--- src/hdl/kthrf_pkg.sv ---
// ----------------------------------------------------------------------------
// kthrf_pkg
// Shared constants and divider request/response types for the kth reduced
// fraction finder.
// ----------------------------------------------------------------------------
package kthrf_pkg;

    // Largest denominator covered by the totient table
    localparam int MAX_DEN = 4096;
    localparam int DEPTH   = MAX_DEN + 1;
    // Width of table entries, denominators and gcd operands
    localparam int DW      = $clog2(MAX_DEN + 1);
    // Divider iteration counter width
    localparam int CW      = $clog2(DW + 1);

    // Fixed port widths
    localparam int IDX_W   = 32;
    localparam int NUM_W   = 12;
    localparam int DEN_W   = 13;

    typedef struct packed {
        logic          start;
        logic [DW-1:0] dividend;
        logic [DW-1:0] divisor;
    } t_div_req;

    typedef struct packed {
        logic          busy;
        logic          done;
        logic [DW-1:0] quot;
        logic [DW-1:0] rem;
    } t_div_rsp;

endpackage

--- src/hdl/kthrf_div.sv ---
// ----------------------------------------------------------------------------
// kthrf_div
// Restoring divider, one quotient bit per cycle. Shared by the totient
// sieve (exact quotient) and Euclid's gcd (remainder).
// ----------------------------------------------------------------------------
module kthrf_div (
    input  logic                i_clk,
    input  logic                i_rst_n,
    input  kthrf_pkg::t_div_req i_req,
    output kthrf_pkg::t_div_rsp o_rsp
);
    import kthrf_pkg::*;

    logic          r_busy, n_busy;
    logic          r_done, n_done;
    logic [CW-1:0] r_cnt, n_cnt;
    logic [DW-1:0] r_part, n_part;
    logic [DW-1:0] r_quo, n_quo;
    logic [DW-1:0] r_dvs, n_dvs;

    logic [DW:0]   shifted;
    logic [DW+1:0] diff;
    logic          neg;

    assign shifted = {r_part, r_quo[DW-1]};
    assign diff    = {1'b0, shifted} - {2'b00, r_dvs};
    assign neg     = diff[DW+1];

    always_comb begin
        n_busy = r_busy;
        n_done = 1'b0;
        n_cnt  = r_cnt;
        n_part = r_part;
        n_quo  = r_quo;
        n_dvs  = r_dvs;
        if (i_req.start) begin
            n_busy = 1'b1;
            n_cnt  = CW'(DW);
            n_part = '0;
            n_quo  = i_req.dividend;
            n_dvs  = i_req.divisor;
        end else if (r_busy) begin
            // keep the partial remainder when the trial subtract goes negative
            n_part = neg ? shifted[DW-1:0] : diff[DW-1:0];
            n_quo  = {r_quo[DW-2:0], ~neg};
            n_cnt  = r_cnt - CW'(1);
            if (r_cnt == CW'(1)) begin
                n_busy = 1'b0;
                n_done = 1'b1;
            end
        end
    end

    always_ff @(posedge i_clk) begin
        if (!i_rst_n) begin
            r_busy <= 1'b0;
            r_done <= 1'b0;
            r_cnt  <= '0;
        end else begin
            r_busy <= n_busy;
            r_done <= n_done;
            r_cnt  <= n_cnt;
        end
        r_part <= n_part;
        r_quo  <= n_quo;
        r_dvs  <= n_dvs;
    end

    assign o_rsp.busy = r_busy;
    assign o_rsp.done = r_done;
    assign o_rsp.quot = r_quo;
    assign o_rsp.rem  = r_part;

`ifndef NO_ASSERTIONS
    a_no_restart: assert property (@(posedge i_clk) disable iff (!i_rst_n)
        i_req.start |-> !r_busy)
        else $error("divider restarted while busy");
    a_nonzero_divisor: assert property (@(posedge i_clk) disable iff (!i_rst_n)
        i_req.start |-> i_req.divisor != '0)
        else $error("divide by zero requested");
    a_done_pulse: assert property (@(posedge i_clk) disable iff (!i_rst_n)
        r_done |=> !r_done)
        else $error("done held longer than one cycle");
`endif

endmodule
--- config.mk ---
export PLATFORM = sky130hd
export DESIGN_NAME = kthrf_div
export DESIGN_NICKNAME = d
export VERILOG_FILES = /design/src/hdl/kthrf_pkg.sv /design/src/hdl/kthrf_div.sv
export SDC_FILE = /design/constraint.sdc
export NUM_CORES = 1
export LEC_CHECK = 0
export BUFFER_PORTS_ARGS = -buffer_cell sky130_fd_sc_hd__buf_2
export CORE_ASPECT_RATIO = 0.7
export CORE_MARGIN = 2
export CORE_UTILIZATION = 26
export CTS_BUF_LIST = sky130_fd_sc_hd__clkbuf_8
export DETAILED_ROUTE_END_ITERATION = 10
export HOLD_SLACK_MARGIN = 0.05
export PLACE_DENSITY = 0.43
export SLEW_MARGIN = 15
export SYNTH_ARGS = -nofsm -noshare
export SYNTH_HDL_FRONTEND = slang
export SYNTH_SLANG_ARGS = --single-unit
--- constraint.sdc ---
create_clock -name i_clk -period 3.2 [get_ports i_clk]
set_clock_uncertainty 0.15 [all_clocks]
set_input_delay 0.16 -clock i_clk [delete_from_list [all_inputs] [get_ports i_clk]]
set_output_delay 0.16 -clock i_clk [all_outputs]
set_load 0.02 [all_outputs]
Word level (Yosys, flattened, before mapping)
Cells that the tools add are included.
- add/sub/neg operators: 2
- equal/unequal tests: 1
- mux-type cells: 9
- bitwise operators: 3
- reductions and logical operators: 3
- operator list (kind ; number):
    $mux 13 ; 3
    $sub 14x13->15 ; 1
    $mux 4 ; 2
    $eq 4x1->1 const B ; 1
    $mux 1 ; 4
    $sub 4x1->4 const B ; 1
    $not 1->1 ; 3
    $reduce_or 3->1 ; 1
    $reduce_bool 2->1 ; 1
    $reduce_or 2->1 ; 1
- register bits after elaboration: 45
- input port bits: 29
- output and inout port bits: 28
- logic and storage cells: 25

Logic depth before layout (Yosys ltp)
Gate-level depths: netlist of the first run.
- depth after elaboration: 4
- mapped depth: 10
- depth with buffers taken out: 9

Worst setup path after synthesis of the first run
OpenSTA, ideal clock, no wires.
- path type: register to register
- start: register r_quo[12]
- end: register r_part[9]
- setup time: 0.129 ns
- arrival time: 2.237 ns
- required time: 2.921 ns
- setup slack: 0.684 ns
- cell stages (with the launch flop): 11
- buffers on the path: 1
- period minus slack after synthesis: 2.516 ns
- path through: edfxtp_1 > inv_1 > ha_1 > fa_1 > nand2b_1 > a21o_4 > a21oi_4 > o31ai_4 > buf_4 > nor3_1 > o31ai_2
- cells in the longest elaborated chain, start to end: 2
- RTL lines (what ; RTL line ; RTL):
    start, declared ; kthrf_div.sv:18 ; logic [DW-1:0] r_quo, n_quo;
    start signal, assigned ; kthrf_div.sv:65 ; r_quo <= n_quo;
    $sub 14x13->15 ; kthrf_div.sv:26 ; assign diff = {1'b0, shifted} - {2'b00, r_dvs};
    $mux 13 ; kthrf_div.sv:44 ; n_part = neg ? shifted[DW-1:0] : diff[DW-1:0];
    end signal, assigned ; kthrf_div.sv:64 ; r_part <= n_part;
    end, declared ; kthrf_div.sv:17 ; logic [DW-1:0] r_part, n_part;
No other way between the ends.
A chain may end at the register's enable or synchronous reset.

Worst setup path in the final report of the first run
- start: register r_quo[12]
- end: register r_part[3]
The elaborated chain is that of the path after synthesis.

==> impl_table.tex, run 1 <==
\begin{tabular}{lr}
\hline
Metric & Value \\
\hline
\multicolumn{2}{l}{\textbf{Power}} \\
\quad Sequential share of power & 0.476 \\
\quad Clock network fraction of design power & 0.299 \\
\quad Power per standard cell area & roughly 440 nW/µm² \\
\quad Portion of total power attributed to combinational logic & 0.225 \\
\quad Worst supply voltage drop on vdd & 0.207 mV \\
\quad Design internal power & 1040 µW \\
\quad Power spent charging and discharging nets & 414 µW \\
\quad Leakage dissipation & around 0.0014 µW \\
\quad Switching share of power & 0.285 \\
\multicolumn{2}{l}{\textbf{Global route}} \\
\quad Most heavily used metal layer in global routing & met1 \\
\quad Met3 routing resource usage after global routing & 0.0346 \\
\quad Largest net degree at the start of global routing & 23 \\
\quad Met1 global-route usage & 0.184 \\
\quad Met2 Use GR & 0.179 \\
\quad Global Route Usage Sum & 0.125 \\
\quad Wire length of the first global-routing pass & $\sim$10000 µm \\
\quad Initial antenna violation count & 0 \\
\quad Vias in the first global route & 1898 \\
\quad Aggregate global routing overflow & 0 \\
\multicolumn{2}{l}{\textbf{Drt}} \\
\quad Post-DRT Antenna Nets & 0 \\
\quad \# DRC & 0 \\
\quad WL per Instance & about 14 µm \\
\quad Initial drt markers & 92 \\
\quad Total via count after detailed routing & between 1500 and 2000 \\
\quad Iteration count of the initial detailed-routing pass & 4 \\
\quad Drt via density & $\sim$4.4 \\
\quad WL final & 6270 µm \\
\multicolumn{2}{l}{\textbf{STA}} \\
\quad Setup Viol. Count Final & 0 \\
\quad Summed negative setup slack over all endpoints & 0 ns \\
\quad Fmax achieved & approximately 370 MHz \\
\quad Final number of max-transition violations & 0 \\
\quad Least-Margin Pin Slew & roughly 0.64 ns \\
\quad RSZ-0062 raised after global routing & false \\
\quad Relative slew slack & 0.570 \\
\quad Final Hold Viols & 0 \\
\quad Final Hold Slack & around 0.35 ns \\
\quad Final period util & 0.854 \\
\quad Min Tclk post-route & roughly 2.7 ns \\
\multicolumn{2}{l}{\textbf{Floorplan}} \\
\quad Floorplan die area & between 10000 and 15000 µm² \\
\quad Initial standard-cell utilization of the core & 0.272 \\
\quad Height of the die & approximately 86 µm \\
\quad IO Count & between 50 and 60 \\
\quad Die X & 121 µm \\
\quad Row cnt & 29 \\
\quad Area of the core region & about 9200 µm² \\
\multicolumn{2}{l}{\textbf{Logic synthesis}} \\
\quad Fraction of the yosys area taken by sequential cells & 0.463 \\
\quad Netlist cell types & 47 \\
\quad Yosys warnings & 0 \\
\quad Post-synthesis net count & approximately 290 \\
\quad Count of flip-flops with a built-in enable after synthesis & 26 \\
\quad Number of cells produced by synthesis & about 240 \\
\quad Dominant register cell in the synthesized netlist & sky130\_fd\_sc\_hd\_\_edfxtp\_1 \\
\quad Cell area after synthesis & 2510 µm² \\
\quad Synthesized flop and latch total & 45 \\
\quad Proportion of register bits with asynchronous set or reset after synthesis & 0 \\
\quad Average cell area after synthesis & $\sim$10 µm² \\
\multicolumn{2}{l}{\textbf{Setup path}} \\
\quad Max FO, Critical Path & 9 \\
\quad Arrival time of data at the critical path endpoint & 2.75 ns \\
\quad Worst path top cell family by delay & compound AO/OA/AOI/OAI gates \\
\quad Critical Path, Cell by Cell & inv\_1 > ha\_1 > fa\_1 > nand2b\_1 > a21o\_4 > a21oi\_4 > o31a\_1 > mux2i\_1 > o21ai\_1 \\
\quad R2R Path Start & r\_quo[12] \\
\quad Worst setup path category & flip-flop to flip-flop \\
\quad Crit path buf inv count & 1 \\
\quad Critical R2R Capture & r\_part[3] \\
\quad Minimum setup slack among reg-to-reg paths & around 0.47 ns \\
\quad Sort of element at the end of the critical path & flip-flop \\
\quad Critical Path Source Type & flip-flop \\
\quad CP max stage delay & 0.45 ns \\
\quad Worst-case reg-to-reg path depth & 9 \\
\quad Worst Path Required & 3.22 ns \\
\quad Critical-path top delay cell & sky130\_fd\_sc\_hd\_\_o31a\_1 \\
\multicolumn{2}{l}{\textbf{Clock network}} \\
\quad Clock tree from TritonCTS & built \\
\quad Inserted Clock Buffers & 5 \\
\quad Level count of the clock H-tree & 2 \\
\quad Clock net sink count & 45 \\
\quad Master cell of the clock root buffer & sky130\_fd\_sc\_hd\_\_clkbuf\_8 \\
\quad Clock tree buffer depth & 2 \\
\quad Number of buffers inserted to repair setup after CTS & 0 \\
\quad Resized cells post-CTS & 0 \\
\quad Clock latency reported for the late side of the worst-skew pair & 0.30 ns \\
\quad CTS clk-pin slew, worst paths & roughly 0.09 ns \\
\multicolumn{2}{l}{\textbf{Placement}} \\
\quad Total of buffers placed on input and output ports & 56 \\
\quad RD Place Congestion & 0.825 \\
\quad DP HPWL & around 4600 µm \\
\multicolumn{2}{l}{\textbf{Cells and area}} \\
\quad Most common cell after layout, fill and taps aside & sky130\_fd\_sc\_hd\_\_buf\_2 \\
\quad Share of cells above drive strength 1 & 0.281 \\
\quad Net total in the final layout & 371 \\
\quad Commonest non-fill, non-tap cells in the layout & sky130\_fd\_sc\_hd\_\_buf\_2 (56), sky130\_fd\_sc\_hd\_\_dlygate4sd3\_1 (28), sky130\_fd\_sc\_hd\_\_edfxtp\_1 (26), sky130\_fd\_sc\_hd\_\_nor2\_1 (24), sky130\_fd\_sc\_hd\_\_inv\_1 (22) \\
\quad Number of diodes added for antenna fixing & 0 \\
\quad Area Growth Syn to Fin & 32.0\% \\
\multicolumn{2}{l}{\textbf{Min path}} \\
\quad Depth of the worst hold-timing path & 2 \\
\quad Tightest Hold Check Type & flip-flop to flip-flop \\
\quad Endpoint of the worst hold-timing path & r\_cnt[1] \\
\quad Hold path startpoint & r\_cnt[1] \\
\multicolumn{2}{l}{\textbf{Flow run}} \\
\quad Max capacitance violation total & 0 \\
\multicolumn{2}{l}{\textbf{Status}} \\
\quad Outcome & complete, no violations \\
\hline
\end{tabular}
area by class of cell:
class	count	area [µm²]
Timing Repair Buffer	90	606
Clock inverter	3	37.5
Tap cell	124	155
Clock buffer	5	68.8
Fill cell	953	5910
Multi-Input combinational cell	163	1200
Sequential cell	45	1160
Inverter	21	78.8
layer usage:
metal	up-vias	wire length, µm
met5	-	0
met4	0	42
met3	2	239
met2	37	2530
met1	932	3450
li1	1027	-
flip-flops by register name, indices dropped and copies added (netlist names):
register,count
r_dvs,13
r_quo,13
r_part,13
r_cnt,4
r_busy,1
r_done,1
kinds of logic (layout without fill, tap and decap cells):
group                    Yosys count  count (layout)  share of synthesized area
AO/OA/AOI/OAI                     49              49                      0.154
XOR/XNOR                          11              11                     0.0384
adder cells (fa/ha/maj)           16              16                     0.0829
buffers and inverters             33             119                     0.0579
flip-flops                        45              45                      0.463
multiplexers                      17              17                     0.0749
AND/OR/NAND/NOR                   70              70                      0.129
how the worst max path moves through the flow:
stage	start	to	slack, ns	cells after the start
after floorplan	r_quo[12]	r_part[9]	0.68	10
after global placement	r_quo[12]	r_part[3]	0.55	9
after detailed placement	r_quo[12]	r_part[3]	0.47	9
after CTS	r_quo[12]	r_part[3]	0.45	9
after global routing	r_quo[12]	r_part[3]	0.26	9
final	r_quo[12]	r_part[3]	0.47	9
worst register-to-register path, stage by stage (launching register included):
cell	delay, ns
sky130_fd_sc_hd__edfxtp_1	0.37
sky130_fd_sc_hd__inv_1	0.05
sky130_fd_sc_hd__ha_1	0.22
sky130_fd_sc_hd__fa_1	0.42
sky130_fd_sc_hd__nand2b_1	0.20
sky130_fd_sc_hd__a21o_4	0.23
sky130_fd_sc_hd__a21oi_4	0.18
sky130_fd_sc_hd__o31a_1	0.45
sky130_fd_sc_hd__mux2i_1	0.25
sky130_fd_sc_hd__o21ai_1	0.08
synth_stat cells, types with 2 or more instances:
cell type	count	area [µm²]
sky130_fd_sc_hd__nor2b_1	3	18.8
sky130_fd_sc_hd__nor3b_1	3	22.5
sky130_fd_sc_hd__ha_1	15	188
sky130_fd_sc_hd__and3_1	2	12.5
sky130_fd_sc_hd__nor2_1	24	90.1
sky130_fd_sc_hd__nand2_1	19	71.3
sky130_fd_sc_hd__o21ai_0	3	15.0
sky130_fd_sc_hd__o311ai_1	2	17.5
sky130_fd_sc_hd__o311ai_0	2	17.5
sky130_fd_sc_hd__nand3_1	5	25.0
sky130_fd_sc_hd__mux2_2	14	158
sky130_fd_sc_hd__mux2i_1	3	30.0
sky130_fd_sc_hd__nand2b_1	6	37.5
sky130_fd_sc_hd__nor3_1	4	20.0
sky130_fd_sc_hd__a311oi_2	2	30.0
sky130_fd_sc_hd__o211ai_1	3	22.5
sky130_fd_sc_hd__xnor2_1	5	43.8
sky130_fd_sc_hd__buf_2	2	10.0
sky130_fd_sc_hd__nand2_2	2	12.5
sky130_fd_sc_hd__a31oi_1	2	12.5
sky130_fd_sc_hd__a32oi_1	2	17.5
sky130_fd_sc_hd__a21oi_1	13	65.1
sky130_fd_sc_hd__dfxtp_1	19	380
sky130_fd_sc_hd__inv_1	21	78.8
sky130_fd_sc_hd__clkbuf_1	6	22.5
sky130_fd_sc_hd__edfxtp_1	26	781
sky130_fd_sc_hd__buf_4	3	22.5
sky130_fd_sc_hd__o21ai_1	4	20.0
sky130_fd_sc_hd__xor2_1	6	52.6
sky130_fd_sc_hd__o31ai_1	3	22.5
power by group through the flow:
stage               clock (µW)  sequential, µW  combinational, µW
detailed placement           0             704                303
global route               473             697                362
floorplan                    0             729                181
CTS                        450             691                329
global placement             0             703                302
finish                     433             690                327
stage by stage:
step	worst slack, ns	power (µW)	area (µm²)	std cells	util
final	0.467	1450	3310	451	0.359
after global routing	0.260	1530	3310	451	0.359
after CTS	0.448	1470	3300	450	0.358
after detailed placement	0.469	1010	2920	415	0.317
after global placement	0.554	1010	2920	415	0.317
after floorplan	0.684	910	2510	241	-
timing repair:
action                     CTS  global route
hold endpoints to repair    33             1
setup endpoints to repair    0             0
hold buffers                27             1
(Power assumes the default switching activity.)
==> inputs of run 2 (changes only) <==
--- a/config.mk
+++ b/config.mk
@@ -13,6 +13,7 @@
 export DETAILED_ROUTE_END_ITERATION = 10
 export HOLD_SLACK_MARGIN = 0.05
 export PLACE_DENSITY = 0.43
+export RECOVER_POWER = 50
 export SLEW_MARGIN = 15
 export SYNTH_ARGS = -nofsm -noshare
 export SYNTH_HDL_FRONTEND = slang
==> run 2 against run 1 <==
Compared with the run above:
- wire length up 0.48%
- die area unchanged
- sequential cell count unchanged
- total power down 0.24%
- final cell count unchanged
- cell area down 1.1%
- non-clock buffer count unchanged
- utilization down 0.38 points
- setup slack worse by 0.014 ns
- clock-buffer cell count unchanged
- critical path type unchanged
- largest cell class unchanged
==> impl_table.tex, run 2 (synthesized netlist as in run 1, its figures left out) <==
\begin{tabular}{lr}
\hline
Metric & Value \\
\hline
\multicolumn{2}{l}{\textbf{Floorplan}} \\
\quad Row cnt & 29 \\
\quad Die X & between 100 and 150 µm \\
\quad Area of the core region & between 9000 and 10000 µm² \\
\quad Floorplan die area & between 10000 and 15000 µm² \\
\quad Initial standard-cell utilization of the core & 0.272 \\
\quad Height of the die & around 86 µm \\
\quad IO Count & 57 \\
\multicolumn{2}{l}{\textbf{Cells and area}} \\
\quad Commonest non-fill, non-tap cells in the layout & sky130\_fd\_sc\_hd\_\_buf\_2 (31), sky130\_fd\_sc\_hd\_\_dlygate4sd3\_1 (28), sky130\_fd\_sc\_hd\_\_clkbuf\_1 (26), sky130\_fd\_sc\_hd\_\_edfxtp\_1 (26), sky130\_fd\_sc\_hd\_\_nor2\_1 (24) \\
\quad Share of cells above drive strength 1 & 0.202 \\
\quad Area Growth Syn to Fin & 30.6\% \\
\quad Most common cell after layout, fill and taps aside & sky130\_fd\_sc\_hd\_\_buf\_2 \\
\quad Net total in the final layout & roughly 370 \\
\quad Number of cells in the finished layout apart from fillers & roughly 450 \\
\quad Final std cell area, no fill & 3270 µm² \\
\quad Fillcell total & roughly 960 \\
\quad Total area of multi-input combinational cells & 1200 µm² \\
\quad Flip-flop and latch area & roughly 1200 µm² \\
\quad Number of diodes added for antenna fixing & 0 \\
\quad Largest regs & r\_dvs (13), r\_part (13), r\_quo (13) \\
\quad Post-layout utilization of the core & 0.355 \\
\multicolumn{2}{l}{\textbf{Clock network}} \\
\quad Clock tree from TritonCTS & built \\
\quad Inserted Clock Buffers & 5 \\
\quad Clock latency reported for the late side of the worst-skew pair & 0.30 ns \\
\quad CTS clk-pin slew, worst paths & about 0.09 ns \\
\quad Clock tree buffer depth & 2 \\
\quad Resized cells post-CTS & 0 \\
\quad Master cell of the clock root buffer & sky130\_fd\_sc\_hd\_\_clkbuf\_8 \\
\quad Clock net sink count & 45 \\
\quad Level count of the clock H-tree & 2 \\
\quad Number of buffers inserted to repair setup after CTS & 0 \\
\quad Post-cts hold buffer count & 27 \\
\multicolumn{2}{l}{\textbf{Placement}} \\
\quad Placement-stage cell area & around 2900 µm² \\
\quad Number of placed instances with taps included & between 400 and 500 \\
\quad DP HPWL & 4620 µm \\
\quad RD Place Congestion & 0.825 \\
\quad Total of buffers placed on input and output ports & 56 \\
\multicolumn{2}{l}{\textbf{Global route}} \\
\quad Wire length of the first global-routing pass & roughly 10000 µm \\
\quad Met2 Use GR & 0.179 \\
\quad Met3 routing resource usage after global routing & 0.0346 \\
\quad Met1 global-route usage & 0.184 \\
\quad Most heavily used metal layer in global routing & met1 \\
\quad Largest net degree at the start of global routing & 23 \\
\quad Aggregate global routing overflow & 0 \\
\quad Global Route Usage Sum & 0.125 \\
\quad Vias in the first global route & roughly 1900 \\
\quad Initial antenna violation count & 0 \\
\multicolumn{2}{l}{\textbf{STA}} \\
\quad Summed negative setup slack over all endpoints & 0 ns \\
\quad Least-Margin Pin Slew & 0.660 ns \\
\quad Final period util & 0.858 \\
\quad Final number of max-transition violations & 0 \\
\quad Setup Viol. Count Final & 0 \\
\quad Final Hold Viols & 0 \\
\quad Relative slew slack & 0.558 \\
\quad Fmax achieved & around 360 MHz \\
\quad RSZ-0062 raised after global routing & false \\
\quad Min Tclk post-route & approximately 2.7 ns \\
\multicolumn{2}{l}{\textbf{Power}} \\
\quad Leakage dissipation & 0.00131 µW \\
\quad Power per standard cell area & 442 nW/µm² \\
\quad Worst supply voltage drop on vdd & a little over 0.2 mV \\
\multicolumn{2}{l}{\textbf{Setup path}} \\
\quad Worst Path Required & between 3 and 4 ns \\
\quad Arrival time of data at the critical path endpoint & around 2.8 ns \\
\quad Max FO, Critical Path & 9 \\
\quad Sort of element at the end of the critical path & flip-flop \\
\quad Worst setup path category & flip-flop to flip-flop \\
\quad Critical Path Source Type & flip-flop \\
\quad Minimum setup slack among reg-to-reg paths & roughly 0.45 ns \\
\multicolumn{2}{l}{\textbf{Drt}} \\
\quad Drt via density & 4.43 \\
\quad \# DRC & 0 \\
\quad Total via count after detailed routing & 2000 \\
\quad WL per Instance & 14.0 µm \\
\quad Initial drt markers & 85 \\
\quad Post-DRT Antenna Nets & 0 \\
\quad WL final & between 6000 and 7000 µm \\
\quad Iteration count of the initial detailed-routing pass & 4 \\
\multicolumn{2}{l}{\textbf{Status}} \\
\quad Outcome & complete, no violations \\
\multicolumn{2}{l}{\textbf{Min path}} \\
\quad Tightest Hold Check Type & flip-flop to flip-flop \\
\multicolumn{2}{l}{\textbf{Flow run}} \\
\quad Max capacitance violation total & 0 \\
\hline
\end{tabular}
[run 2: cell type report]
cell class              instances  share of cell area
multi-input cells             163               0.367
flip-flops and latches         45               0.355
clock inverters                 3              0.0115
inverters                      21              0.0241
clock buffers                   5              0.0210
repair buffers                 90               0.174
well taps                     124              0.0474
[run 2: path summary, 6_finish.rpt]
| kind | from | end | cells after the start |
|---|---|---|---|
| worst max register to register | r_quo[12] | r_part[3] | 9 |
| worst min-delay path | r_cnt[1] | r_cnt[1] | 2 |
| worst min register to register | r_cnt[1] | r_cnt[1] | 2 |
| worst max-delay path | r_quo[12] | r_part[3] | 9 |
[run 2: critical path, stage by stage, from the launching register on]
cell and delay [ns]:
sky130_fd_sc_hd__edfxtp_1 0.37, sky130_fd_sc_hd__inv_1 0.05, sky130_fd_sc_hd__ha_1 0.22, sky130_fd_sc_hd__fa_1 0.42, sky130_fd_sc_hd__nand2b_1 0.20, sky130_fd_sc_hd__a21o_4 0.23
sky130_fd_sc_hd__a21oi_4 0.18, sky130_fd_sc_hd__o31a_1 0.45, sky130_fd_sc_hd__mux2i_1 0.25, sky130_fd_sc_hd__o21ai_1 0.08
[run 2: power breakdown]
group	leakage [µW]	switching, µW	internal (µW)	total [µW]
registers	0.000414	29.4	662	691
clock network	0.0000570	208	228	436
logic	0.000842	180	140	320
total	0.00131	417	1030	1450
[run 2: per-stage QoR]
step / hold WS [ns] / worst slack (ns) / total power [µW]
final: 0.352 / 0.453 / 1450
after floorplan: 0.109 / 0.684 / 910
after global placement: 0.186 / 0.554 / 1010
after detailed placement: 0.188 / 0.469 / 1010
after CTS: 0.0564 / 0.448 / 1470
after global routing: 0.388 / 0.258 / 1530
[run 2: layer usage]
metal,up-vias,wire length (µm)
li1,1027,-
met1,934,3490
met2,37,2530
met3,2,240
met4,0,42
met5,-,0
